### config.mk
export PLATFORM = sky130hd
export DESIGN_NAME = peak_energy_symbol_timing
export DESIGN_NICKNAME = d
export VERILOG_FILES = /design/src/hdl/pest_pkg.sv /design/src/hdl/peak_energy_symbol_timing.sv /design/src/hdl/pest_energy_mem.sv /design/src/hdl/pest_leak_unit.sv /design/src/hdl/pest_peak_scan.sv
export SDC_FILE = /design/constraint.sdc
export NUM_CORES = 2
export LEC_CHECK = 0
export BUFFER_PORTS_ARGS = -buffer_cell sky130_fd_sc_hd__clkbuf_2
export CORE_MARGIN = 5
export CORE_UTILIZATION = 23
export DETAILED_ROUTE_END_ITERATION = 8
export MAX_ROUTING_LAYER = met4
export RECOVER_POWER = 100
export SLEW_MARGIN = 20
export SYNTH_ARGS = -nofsm -noshare
export SYNTH_HDL_FRONTEND = slang
export SYNTH_SLANG_ARGS = --single-unit
### constraint.sdc
create_clock -name clock -period 10.49 [get_ports clock]
set_input_delay 1.5735 -clock clock [delete_from_list [all_inputs] [get_ports clock]]
set_output_delay 1.5735 -clock clock [all_outputs]
set_load 0.01 [all_outputs]
### src/hdl/pest_pkg.sv
// shared constants and types for the peak energy symbol timing block
// no dependencies; imported by every module of the block
`default_nettype none

package pest_pkg;

   localparam int WINDOW_SIZE_DEFAULT = 16;

   localparam int SAMPLE_W   = 16;
   localparam int PHASE_W    = 8;
   localparam int ENERGY_W   = 16;
   localparam int CFG_W      = 16;
   localparam int FRAC_W     = 16;
   localparam int CSR_DATA_W = 32;
   localparam int CSR_ADDR_W = 3;

   localparam logic [CFG_W-1:0] LEAK_RATE_RESET  = 16'd2185;
   localparam logic [CFG_W-1:0] LOCK_RATIO_RESET = 16'd63570;

   // register index taken from the word address
   typedef enum logic {
      REG_LEAK_RATE  = 1'b0,
      REG_LOCK_RATIO = 1'b1
   } csr_reg_type;

   // control from the sequencer to the window scan unit
   typedef struct packed {
      logic clear;
      logic beat_vld;
   } scan_ctl_type;

endpackage

`default_nettype wire

### src/hdl/peak_energy_symbol_timing.sv
// peak energy symbol timing: each input beat is read, leak-multiplied and written back;
// when the beat lands on the evaluation phase a window scan and lock test follow
// before the next beat is taken, so only one beat is in work at a time; the scan reads
// the energy store through its single read port, one entry a cycle
// reset: synchronous; a clearing pass zeroes the energy store
// with req_ready low, configuration writes are taken throughout
`default_nettype none

module peak_energy_symbol_timing #(
   parameter int WINDOW_SIZE = pest_pkg::WINDOW_SIZE_DEFAULT
) (
   input  wire logic                                   clock,
   input  wire logic                                   reset,
   // input channel
   input  wire logic                                   req_valid,
   output logic                                        req_ready,
   input  wire logic signed [pest_pkg::SAMPLE_W-1:0]   req_sample,
   // result channel
   output logic                                        rsp_valid,
   input  wire logic                                   rsp_ready,
   output logic signed      [pest_pkg::SAMPLE_W-1:0]   rsp_symbol_value,
   output logic             [pest_pkg::PHASE_W-1:0]    rsp_symbol_phase,
   // configuration port
   input  wire logic                                   csr_psel,
   input  wire logic                                   csr_penable,
   input  wire logic                                   csr_pwrite,
   input  wire logic        [pest_pkg::CSR_ADDR_W-1:0] csr_paddr,
   input  wire logic        [pest_pkg::CSR_DATA_W-1:0] csr_pwdata,
   output logic             [pest_pkg::CSR_DATA_W-1:0] csr_prdata,
   output logic                                        csr_pready
);
   import pest_pkg::*;

   localparam int IDX_W = $clog2(WINDOW_SIZE);
   localparam int HALF  = WINDOW_SIZE / 2;
   localparam logic [IDX_W-1:0] LAST_IDX = IDX_W'(WINDOW_SIZE - 1);
   localparam logic [IDX_W-1:0] HALF_IDX = IDX_W'(HALF);

   // sequencer states
   typedef enum logic [2:0] {
      ST_CLEAR,     // zeroing sweep after reset
      ST_IDLE,      // waiting for a sample, read of its energy issued on accept
      ST_MUL,       // leak multiply on the read energy
      ST_WRITE,     // write back, symbol instant and evaluation decision
      ST_SCAN,      // reads of the whole window, one entry a cycle
      ST_LOCK_MUL,  // limit * max, sync phase update
      ST_LOCK_CMP,  // lock decision
      ST_EMIT       // hand the symbol to the result register
   } state_type;

   // control registers
   state_type        state_ff, state_in;
   logic [CFG_W-1:0] leak_rate_ff, leak_rate_in;
   logic [CFG_W-1:0] lock_limit_ff, lock_limit_in;
   logic [IDX_W-1:0] phase_ff, phase_in;
   logic [IDX_W-1:0] sync_ff, sync_in;
   logic [IDX_W-1:0] eval_ff, eval_in;
   logic [IDX_W-1:0] pending_ff, pending_in;
   logic             locked_ff, locked_in;
   logic             symbol_ff, symbol_in;
   logic [IDX_W-1:0] scan_addr_ff, scan_addr_in;   // also the clearing address
   logic             scan_issue_ff, scan_issue_in;
   logic [IDX_W-1:0] tag_ff, tag_in;                // index of the read data in flight
   logic             tag_vld_ff, tag_vld_in;
   logic             rsp_valid_ff, rsp_valid_in;

   // payload registers
   logic signed [SAMPLE_W-1:0] sample_ff;
   logic signed [SAMPLE_W-1:0] rsp_value_ff;
   logic        [PHASE_W-1:0]  rsp_phase_ff;
   logic        [2*CFG_W-1:0]  lock_prod_ff, lock_prod_in;

   // memory and datapath hookup
   logic                wr_en, rd_en;
   logic [IDX_W-1:0]    wr_addr, rd_addr;
   logic [ENERGY_W-1:0] wr_data, rd_data;
   logic                mul_en;
   logic [ENERGY_W-1:0] new_energy;
   scan_ctl_type        scan_ctl;
   logic [ENERGY_W-1:0] peak, low;
   logic [IDX_W-1:0]    peak_idx;

   // helpers
   logic             req_beat;
   logic             slot_free;
   logic             load_rsp;
   logic             symbol_now;
   logic [IDX_W-1:0] eval_eff;
   logic [IDX_W-1:0] phase_next;
   logic [IDX_W:0]   pending_sum;
   logic [IDX_W-1:0] pending_wrap;
   logic             csr_write;
   csr_reg_type      csr_sel;

   pest_energy_mem #(
      .DEPTH  (WINDOW_SIZE),
      .ADDR_W (IDX_W)
   ) u_energy_mem (
      .clock   (clock),
      .wr_en   (wr_en),
      .wr_addr (wr_addr),
      .wr_data (wr_data),
      .rd_en   (rd_en),
      .rd_addr (rd_addr),
      .rd_data (rd_data)
   );

   pest_leak_unit u_leak_unit (
      .clock      (clock),
      .mul_en     (mul_en),
      .energy     (rd_data),
      .sample     (sample_ff),
      .leak_rate  (leak_rate_ff),
      .new_energy (new_energy)
   );

   pest_peak_scan #(
      .IDX_W (IDX_W)
   ) u_peak_scan (
      .clock    (clock),
      .ctl      (scan_ctl),
      .energy   (rd_data),
      .index    (tag_ff),
      .peak     (peak),
      .peak_idx (peak_idx),
      .low      (low)
   );

   // register port: word index from address bit 2, data in the low half
   assign csr_write  = csr_psel & csr_penable & csr_pwrite & csr_pready;
   assign csr_sel    = csr_reg_type'(csr_paddr[2]);
   assign csr_pready = 1'b1;

   always_comb begin
      case (csr_sel)
         REG_LEAK_RATE:  csr_prdata = CSR_DATA_W'(leak_rate_ff);
         REG_LOCK_RATIO: csr_prdata = CSR_DATA_W'(lock_limit_ff);
         default:        csr_prdata = '0;
      endcase
   end

   assign req_ready = (state_ff == ST_IDLE);
   assign req_beat  = req_valid & req_ready;

   // result register frees up when empty or being taken this cycle
   assign slot_free = ~rsp_valid_ff | rsp_ready;

   // symbol instant reloads the evaluation phase before the evaluation check
   assign symbol_now = (phase_ff == sync_ff);
   assign eval_eff   = symbol_now ? pending_ff : eval_ff;
   assign phase_next = (phase_ff == LAST_IDX) ? '0 : phase_ff + 1'b1;

   // next evaluation half a window away from the new peak
   assign pending_sum  = {1'b0, peak_idx} + (IDX_W+1)'(HALF);
   assign pending_wrap = (pending_sum >= (IDX_W+1)'(WINDOW_SIZE))
                         ? IDX_W'(pending_sum - (IDX_W+1)'(WINDOW_SIZE))
                         : IDX_W'(pending_sum);

   assign lock_prod_in = (2*CFG_W)'(lock_limit_ff) * (2*CFG_W)'(peak);

   always_comb begin
      state_in      = state_ff;
      leak_rate_in  = leak_rate_ff;
      lock_limit_in = lock_limit_ff;
      phase_in      = phase_ff;
      sync_in       = sync_ff;
      eval_in       = eval_ff;
      pending_in    = pending_ff;
      locked_in     = locked_ff;
      symbol_in     = symbol_ff;
      scan_addr_in  = scan_addr_ff;
      scan_issue_in = scan_issue_ff;
      tag_in        = scan_addr_ff;
      tag_vld_in    = (state_ff == ST_SCAN) & scan_issue_ff;

      wr_en          = 1'b0;
      wr_addr        = phase_ff;
      wr_data        = new_energy;
      rd_en          = 1'b0;
      rd_addr        = phase_ff;
      mul_en         = 1'b0;
      scan_ctl.clear    = 1'b0;
      scan_ctl.beat_vld = tag_vld_ff;
      load_rsp       = 1'b0;

      if (csr_write) begin
         case (csr_sel)
            REG_LEAK_RATE:  leak_rate_in  = csr_pwdata[CFG_W-1:0];
            REG_LOCK_RATIO: lock_limit_in = csr_pwdata[CFG_W-1:0];
            default: ;
         endcase
      end

      case (state_ff)
         ST_CLEAR: begin
            wr_en   = 1'b1;
            wr_addr = scan_addr_ff;
            wr_data = '0;
            if (scan_addr_ff == LAST_IDX) begin
               scan_addr_in = '0;
               state_in     = ST_IDLE;
            end else begin
               scan_addr_in = scan_addr_ff + 1'b1;
            end
         end
         ST_IDLE: begin
            if (req_valid) begin
               rd_en    = 1'b1;
               rd_addr  = phase_ff;
               state_in = ST_MUL;
            end
         end
         ST_MUL: begin
            mul_en   = 1'b1;
            state_in = ST_WRITE;
         end
         ST_WRITE: begin
            wr_en     = 1'b1;
            eval_in   = eval_eff;
            symbol_in = symbol_now;
            if (phase_ff == eval_eff) begin
               // written entry lands before the first scan read
               scan_addr_in   = '0;
               scan_issue_in  = 1'b1;
               scan_ctl.clear = 1'b1;
               state_in       = ST_SCAN;
            end else if (symbol_now & locked_ff & ~slot_free) begin
               state_in = ST_EMIT;
            end else begin
               load_rsp = symbol_now & locked_ff;
               phase_in = phase_next;
               state_in = ST_IDLE;
            end
         end
         ST_SCAN: begin
            if (scan_issue_ff) begin
               rd_en   = 1'b1;
               rd_addr = scan_addr_ff;
               if (scan_addr_ff == LAST_IDX) begin
                  scan_issue_in = 1'b0;
               end else begin
                  scan_addr_in = scan_addr_ff + 1'b1;
               end
            end
            if (tag_vld_ff && tag_ff == LAST_IDX) begin
               state_in = ST_LOCK_MUL;
            end
         end
         ST_LOCK_MUL: begin
            if (peak_idx != sync_ff) begin
               sync_in    = peak_idx;
               pending_in = pending_wrap;
            end
            state_in = ST_LOCK_CMP;
         end
         ST_LOCK_CMP: begin
            // an all-zero window counts as ratio zero
            if (peak == '0) begin
               locked_in = (lock_limit_ff != '0);
            end else begin
               locked_in = ({low, {FRAC_W{1'b0}}} < lock_prod_ff);
            end
            state_in = ST_EMIT;
         end
         ST_EMIT: begin
            if (~(symbol_ff & locked_ff) | slot_free) begin
               load_rsp = symbol_ff & locked_ff;
               phase_in = phase_next;
               state_in = ST_IDLE;
            end
         end
         default: begin
            state_in = ST_IDLE;
         end
      endcase

      rsp_valid_in = load_rsp | (rsp_valid_ff & ~rsp_ready);
   end

   always_ff @(posedge clock) begin
      if (reset) begin
         state_ff      <= ST_CLEAR;
         leak_rate_ff  <= LEAK_RATE_RESET;
         lock_limit_ff <= LOCK_RATIO_RESET;
         phase_ff      <= '0;
         sync_ff       <= '0;
         eval_ff       <= HALF_IDX;
         pending_ff    <= HALF_IDX;
         locked_ff     <= 1'b0;
         symbol_ff     <= 1'b0;
         scan_addr_ff  <= '0;
         scan_issue_ff <= 1'b0;
         tag_ff        <= '0;
         tag_vld_ff    <= 1'b0;
         rsp_valid_ff  <= 1'b0;
      end else begin
         state_ff      <= state_in;
         leak_rate_ff  <= leak_rate_in;
         lock_limit_ff <= lock_limit_in;
         phase_ff      <= phase_in;
         sync_ff       <= sync_in;
         eval_ff       <= eval_in;
         pending_ff    <= pending_in;
         locked_ff     <= locked_in;
         symbol_ff     <= symbol_in;
         scan_addr_ff  <= scan_addr_in;
         scan_issue_ff <= scan_issue_in;
         tag_ff        <= tag_in;
         tag_vld_ff    <= tag_vld_in;
         rsp_valid_ff  <= rsp_valid_in;
      end
   end

   // payload, no reset needed
   always_ff @(posedge clock) begin
      if (req_beat) begin
         sample_ff <= req_sample;
      end
      if (state_ff == ST_LOCK_MUL) begin
         lock_prod_ff <= lock_prod_in;
      end
      if (load_rsp) begin
         rsp_value_ff <= sample_ff;
         rsp_phase_ff <= PHASE_W'(phase_ff);
      end
   end

   assign rsp_valid        = rsp_valid_ff;
   assign rsp_symbol_value = rsp_value_ff;
   assign rsp_symbol_phase = rsp_phase_ff;

endmodule

`default_nettype wire

### src/hdl/pest_energy_mem.sv
// per-phase energy store: one write port, one read port, registered read data
// depends on pest_pkg
`default_nettype none

module pest_energy_mem #(
   parameter int DEPTH  = pest_pkg::WINDOW_SIZE_DEFAULT,
   parameter int ADDR_W = $clog2(pest_pkg::WINDOW_SIZE_DEFAULT)
) (
   input  wire logic                            clock,
   input  wire logic                            wr_en,
   input  wire logic [ADDR_W-1:0]               wr_addr,
   input  wire logic [pest_pkg::ENERGY_W-1:0]   wr_data,
   input  wire logic                            rd_en,
   input  wire logic [ADDR_W-1:0]               rd_addr,
   output logic      [pest_pkg::ENERGY_W-1:0]   rd_data
);
   import pest_pkg::*;

   logic [ENERGY_W-1:0] mem_ff [DEPTH];
   logic [ENERGY_W-1:0] rd_data_ff;

   always_ff @(posedge clock) begin
      if (wr_en) begin
         mem_ff[wr_addr] <= wr_data;
      end
      if (rd_en) begin
         rd_data_ff <= mem_ff[rd_addr];
      end
   end

   assign rd_data = rd_data_ff;

endmodule

`default_nettype wire

### src/hdl/pest_leak_unit.sv
// leaky energy average: e + ((|s| - e) * alpha) >> 16, one multiply then one add
// depends on pest_pkg
`default_nettype none

module pest_leak_unit (
   input  wire logic                                 clock,
   input  wire logic                                 mul_en,
   input  wire logic        [pest_pkg::ENERGY_W-1:0] energy,
   input  wire logic signed [pest_pkg::SAMPLE_W-1:0] sample,
   input  wire logic        [pest_pkg::CFG_W-1:0]    leak_rate,
   output logic             [pest_pkg::ENERGY_W-1:0] new_energy
);
   import pest_pkg::*;

   localparam int DIFF_W = ENERGY_W + 2;
   localparam int PROD_W = DIFF_W + CFG_W + 1;

   logic signed [SAMPLE_W:0]   sample_ext;
   logic        [SAMPLE_W:0]   mag;
   logic signed [DIFF_W-1:0]   diff;
   logic signed [PROD_W-1:0]   prod_in;
   logic signed [PROD_W-1:0]   prod_ff;
   logic        [ENERGY_W-1:0] base_in;
   logic        [ENERGY_W-1:0] base_ff;
   logic signed [PROD_W-1:0]   acc;

   always_comb begin
      sample_ext = (SAMPLE_W+1)'(sample);
      // most negative sample gives 32768, still exact in 17 bits
      mag        = sample_ext[SAMPLE_W] ? unsigned'(-sample_ext) : unsigned'(sample_ext);
      diff       = $signed({1'b0, mag}) - $signed({2'b00, energy});
      prod_in    = PROD_W'(diff) * PROD_W'($signed({1'b0, leak_rate}));
      base_in    = energy;
   end

   always_ff @(posedge clock) begin
      if (mul_en) begin
         prod_ff <= prod_in;
         base_ff <= base_in;
      end
   end

   // sum is never negative and below 2^31, so the shift truncates exactly
   assign acc        = $signed({{(PROD_W-ENERGY_W-FRAC_W){1'b0}}, base_ff, {FRAC_W{1'b0}}})
                       + prod_ff;
   assign new_energy = acc[FRAC_W +: ENERGY_W];

endmodule

`default_nettype wire

### src/hdl/pest_peak_scan.sv
// window scan: first strict maximum with its index, and the minimum, one beat a cycle
// depends on pest_pkg
`default_nettype none

module pest_peak_scan #(
   parameter int IDX_W = $clog2(pest_pkg::WINDOW_SIZE_DEFAULT)
) (
   input  wire logic                          clock,
   input  wire pest_pkg::scan_ctl_type        ctl,
   input  wire logic [pest_pkg::ENERGY_W-1:0] energy,
   input  wire logic [IDX_W-1:0]              index,
   output logic      [pest_pkg::ENERGY_W-1:0] peak,
   output logic      [IDX_W-1:0]              peak_idx,
   output logic      [pest_pkg::ENERGY_W-1:0] low
);
   import pest_pkg::*;

   logic [ENERGY_W-1:0] peak_ff, peak_in;
   logic [IDX_W-1:0]    peak_idx_ff, peak_idx_in;
   logic [ENERGY_W-1:0] low_ff, low_in;

   always_comb begin
      peak_in     = peak_ff;
      peak_idx_in = peak_idx_ff;
      low_in      = low_ff;
      if (ctl.clear) begin
         peak_in     = '0;
         peak_idx_in = '0;
      end else if (ctl.beat_vld) begin
         if (energy > peak_ff) begin
            peak_in     = energy;
            peak_idx_in = index;
         end
         if (index == '0 || energy < low_ff) begin
            low_in = energy;
         end
      end
   end

   always_ff @(posedge clock) begin
      peak_ff     <= peak_in;
      peak_idx_ff <= peak_idx_in;
      low_ff      <= low_in;
   end

   assign peak     = peak_ff;
   assign peak_idx = peak_idx_ff;
   assign low      = low_ff;

endmodule

`default_nettype wire

==> reports/metrics.yaml <==
setup_path:
  cp_num_buf_inv: 4
  cpLargestDelayFamily: "adder cells"
  max_stage_delay_ns: 1.32
  r2r_start: "sample_ff[7]$_DFFE_PP_"
  crit_required_ns: 10.81
  end_kind: "register"
  crit_type: "reg2reg"
  cp_data_arrival_time_ns: 10.09
  cp_common_cell: "fa_1"
  start_kind: "register"
  crit_path_start: "sample_ff[7]$_DFFE_PP_"
  cp_slowest_cell: "xnor2_1"
  cp_max_fo: 16
outcome:
  status: "finished, violations left"
  violations: "capacitance limit, slew limit"
global_route:
  global_route.usage.met2_pct: 20.8
  grt_max_degree: 62
  grt_pass1_wl_um: 158000
  antenna_found_initial: 9
  grt_usage_pct: 11.6
  busiest_layer: "met2"
  grt_overflow: 0
  globalRouteMet1Util_pct: 12.9
  use_met3_pct: 1.08
  grt_pass1_vias: 26900
synth:
  synth-compound-area-share_pct: 5.39
  syn_area_per_cell_um2: 10.9
  synth-edff-count: 388
  synth_top_family_by_area: "adder cells"
  synth.top_cell.area_share_pct: 29.9
  muxShareOfSynthArea_pct: 5.07
  synth_cell_types: 71
  syn_area_um2: 38900
  synth.area.top_cells: "edfxtp_1 30%, fa_1 24%, ha_1 8.5%, inv_1 6.1%, nand2_1 4.5%"
  synth_async_sr_flop_share_pct: 0
  synthAdderAreaFrac_pct: 32.4
  yosys.area.top_type: "edfxtp_1"
  yosysWarnings: 0
  ys_seq_area_share_pct: 34.1
  yosys.area_share.xor_xnor_pct: 2.50
  synthCells: 3578
  synthFlopType: "edfxtp_1"
  ys_seq_elements: 469
  synth_simple_gate_area_share_pct: 12.4
floorplanning:
  core_um2: 169000
  die_x_um: 421
  start_util_pct: 23.0
  pin_count: 117
  row_count: 151
  chipHeight_um: 421
  fp.dieArea_um2: 178000
placed_design:
  dpl.hpwl_um: 74000
  portBuffers: 77
  gp_congestion: 0.843
  dpl-instance-area_um2: 42100
clock_network:
  cts_sinks: 469
  htreeDepth: 2
  cts_buffers: 46
  cts_tree: "done"
  clock_latency_ns: 0.63
  cts_setup_buffers: 0
  cts_buffer_depth: 3
  cts-root-buf: "clkbuf_16"
  ctsResizeCount: 0
  ctsHoldBuffers: 0
  clkTransAtPathRegs_ns: 0.06
drt:
  first_pass_iters: 5
  vias: 25200
  drc_errors: 0
  wl_um: 99800
  drtIter0Drc: 1431
  drtAntennaViolNets: 0
  post_drt_wl_per_cell_um: 16.9
  viasPerCell: 4.28
cells_and_area:
  nets: 4415
  post-route-util_pct: 25.8
  design_area_um2: 43500
  layout-drive-gt1-share_pct: 6.99
  area_growth_pct: 11.8
sta:
  setup_viol: 0
  max_freq_mhz: 102
  hold-worst-slack_ns: 0.479
  finalSetupTns_ns: 0
  finalCritPeriodShare_pct: 93.1
  fin_crit_ns: 9.77
  maxSlewHeadroom_pct: -104
  tightestPinTransition_ns: 3.05
  rsz0062_at_grt: "false"
  skew_ns: 0.0537
  drv_slew: 250
  hold_violations: 0
flow_run:
  drv_cap: 8
min_path:
  hold_path.class: "reg2reg"
  holdCritStartpoint: "lock_limit_ff[0]$_SDFFE_PP0P_"
-- through the flow --
stage | cells | setup WS (ns)
floorplan | 3597 | 1.64
global placement | 5797 | 1.06
detailed placement | 5797 | 1.05
CTS | 5881 | 0.938
global route | 5888 | 0.224
finish | 5888 | 0.722
-- cells by family after synthesis --
group | Yosys count
DFF | 469
muxes | 115
adders and majority gates | 730
other | 2
AOI/OAI and AO/OA | 326
buffers and inverters | 816
xor gates and xnor gates | 111
and+or+nand+nor | 1009
-- synthesized netlist by cell type, drive strengths merged, types with 30 or more instances --
| cell | count |
|---|---|
| dfxtp | 81 |
| a21oi | 106 |
| a21o | 38 |
| buf | 46 |
| xnor2 | 84 |
| ha | 266 |
| nor2 | 137 |
| inv | 629 |
| mux2i | 35 |
| o21ai | 45 |
| fa | 464 |
| clkbuf | 141 |
| edfxtp | 388 |
| mux4 | 64 |
| a31oi | 30 |
| nand2 | 463 |
| and2 | 245 |
-- sequential cells by signal (all words and copies together) (netlist names), 3 cells and up --
signal                count
eval_ff                   4
u_peak_scan.peak_idx      4
leak_rate_ff             16
tag_ff                    4
u_leak_unit.prod_ff      16
lock_prod_ff             32
u_energy_mem.mem_ff     256
scan_addr_ff              4
rsp_symbol_phase          4
lock_limit_ff            16
sync_ff                   4
u_energy_mem.rd_data     16
u_leak_unit.base_ff      16
state_ff                  3
u_peak_scan.low          16
rsp_symbol_value         16
phase_ff                  4
u_peak_scan.peak         16
sample_ff                16
-- cells in the final DEF (no fill, tap or decap), types with 15 or more instances in the layout --
master,n
nand2_1,463
mux2i_1,34
clkbuf_1,73
clkbuf_2,43
fa_1,464
clkbuf_16,48
buf_4,56
a21oi_1,103
nor2b_1,23
edfxtp_1,388
xor2_1,26
nand3_1,19
ha_1,266
inv_1,629
a21o_1,38
xnor2_1,84
mux4_2,64
dfxtp_1,81
o21ai_0,45
a211oi_1,27
and2_1,219
o21a_1,17
nand3b_1,15
a31oi_1,30
nor3_1,22
conb_1,21
and2_0,26
nand2b_1,17
nor2_1,136
-- layer usage --
layer / wire length [µm] / part of all wire, % / vias up
li1: - / - / 11600
met1: 38200 / 38 / 12900
met2: 53100 / 53 / 527
met3: 3520 / 3.5 / 178
met4: 4920 / 4.9 / 0
met5: 0 / 0 / -
-- path summary, 6_finish.rpt --
path         depth (start not counted)  slack, ns                                 to
max                                 30       0.72  u_leak_unit.prod_ff[29]$_DFFE_PP_
min                                  2       0.48      lock_limit_ff[0]$_SDFFE_PP0P_
max reg2reg                         30       0.72  u_leak_unit.prod_ff[29]$_DFFE_PP_
min reg2reg                          2       0.48      lock_limit_ff[0]$_SDFFE_PP0P_
-- tightest hold or removal path, stage by stage, from the launching register on --
cell	delay (ns)
dfxtp_1	0.32
nand2_1	0.06
a21oi_1	0.06
-- layout make-up --
| cell class | instances | area [µm²] |
|---|---|---|
| Antenna cell | 7 | 17.5 |
| Clock buffer | 52 | 1230 |
| Clock inverter | 32 | 375 |
| Fill cell | 17800 | 125000 |
| Inverter | 629 | 2360 |
| Multi-Input combinational cell | 2312 | 22600 |
| Sequential cell | 469 | 13300 |
| Tap cell | 2218 | 2780 |
| Timing Repair Buffer | 169 | 898 |
Power is not shown: default switching activity piles up to over one toggle a cycle in this logic, so the estimate is an artifact.
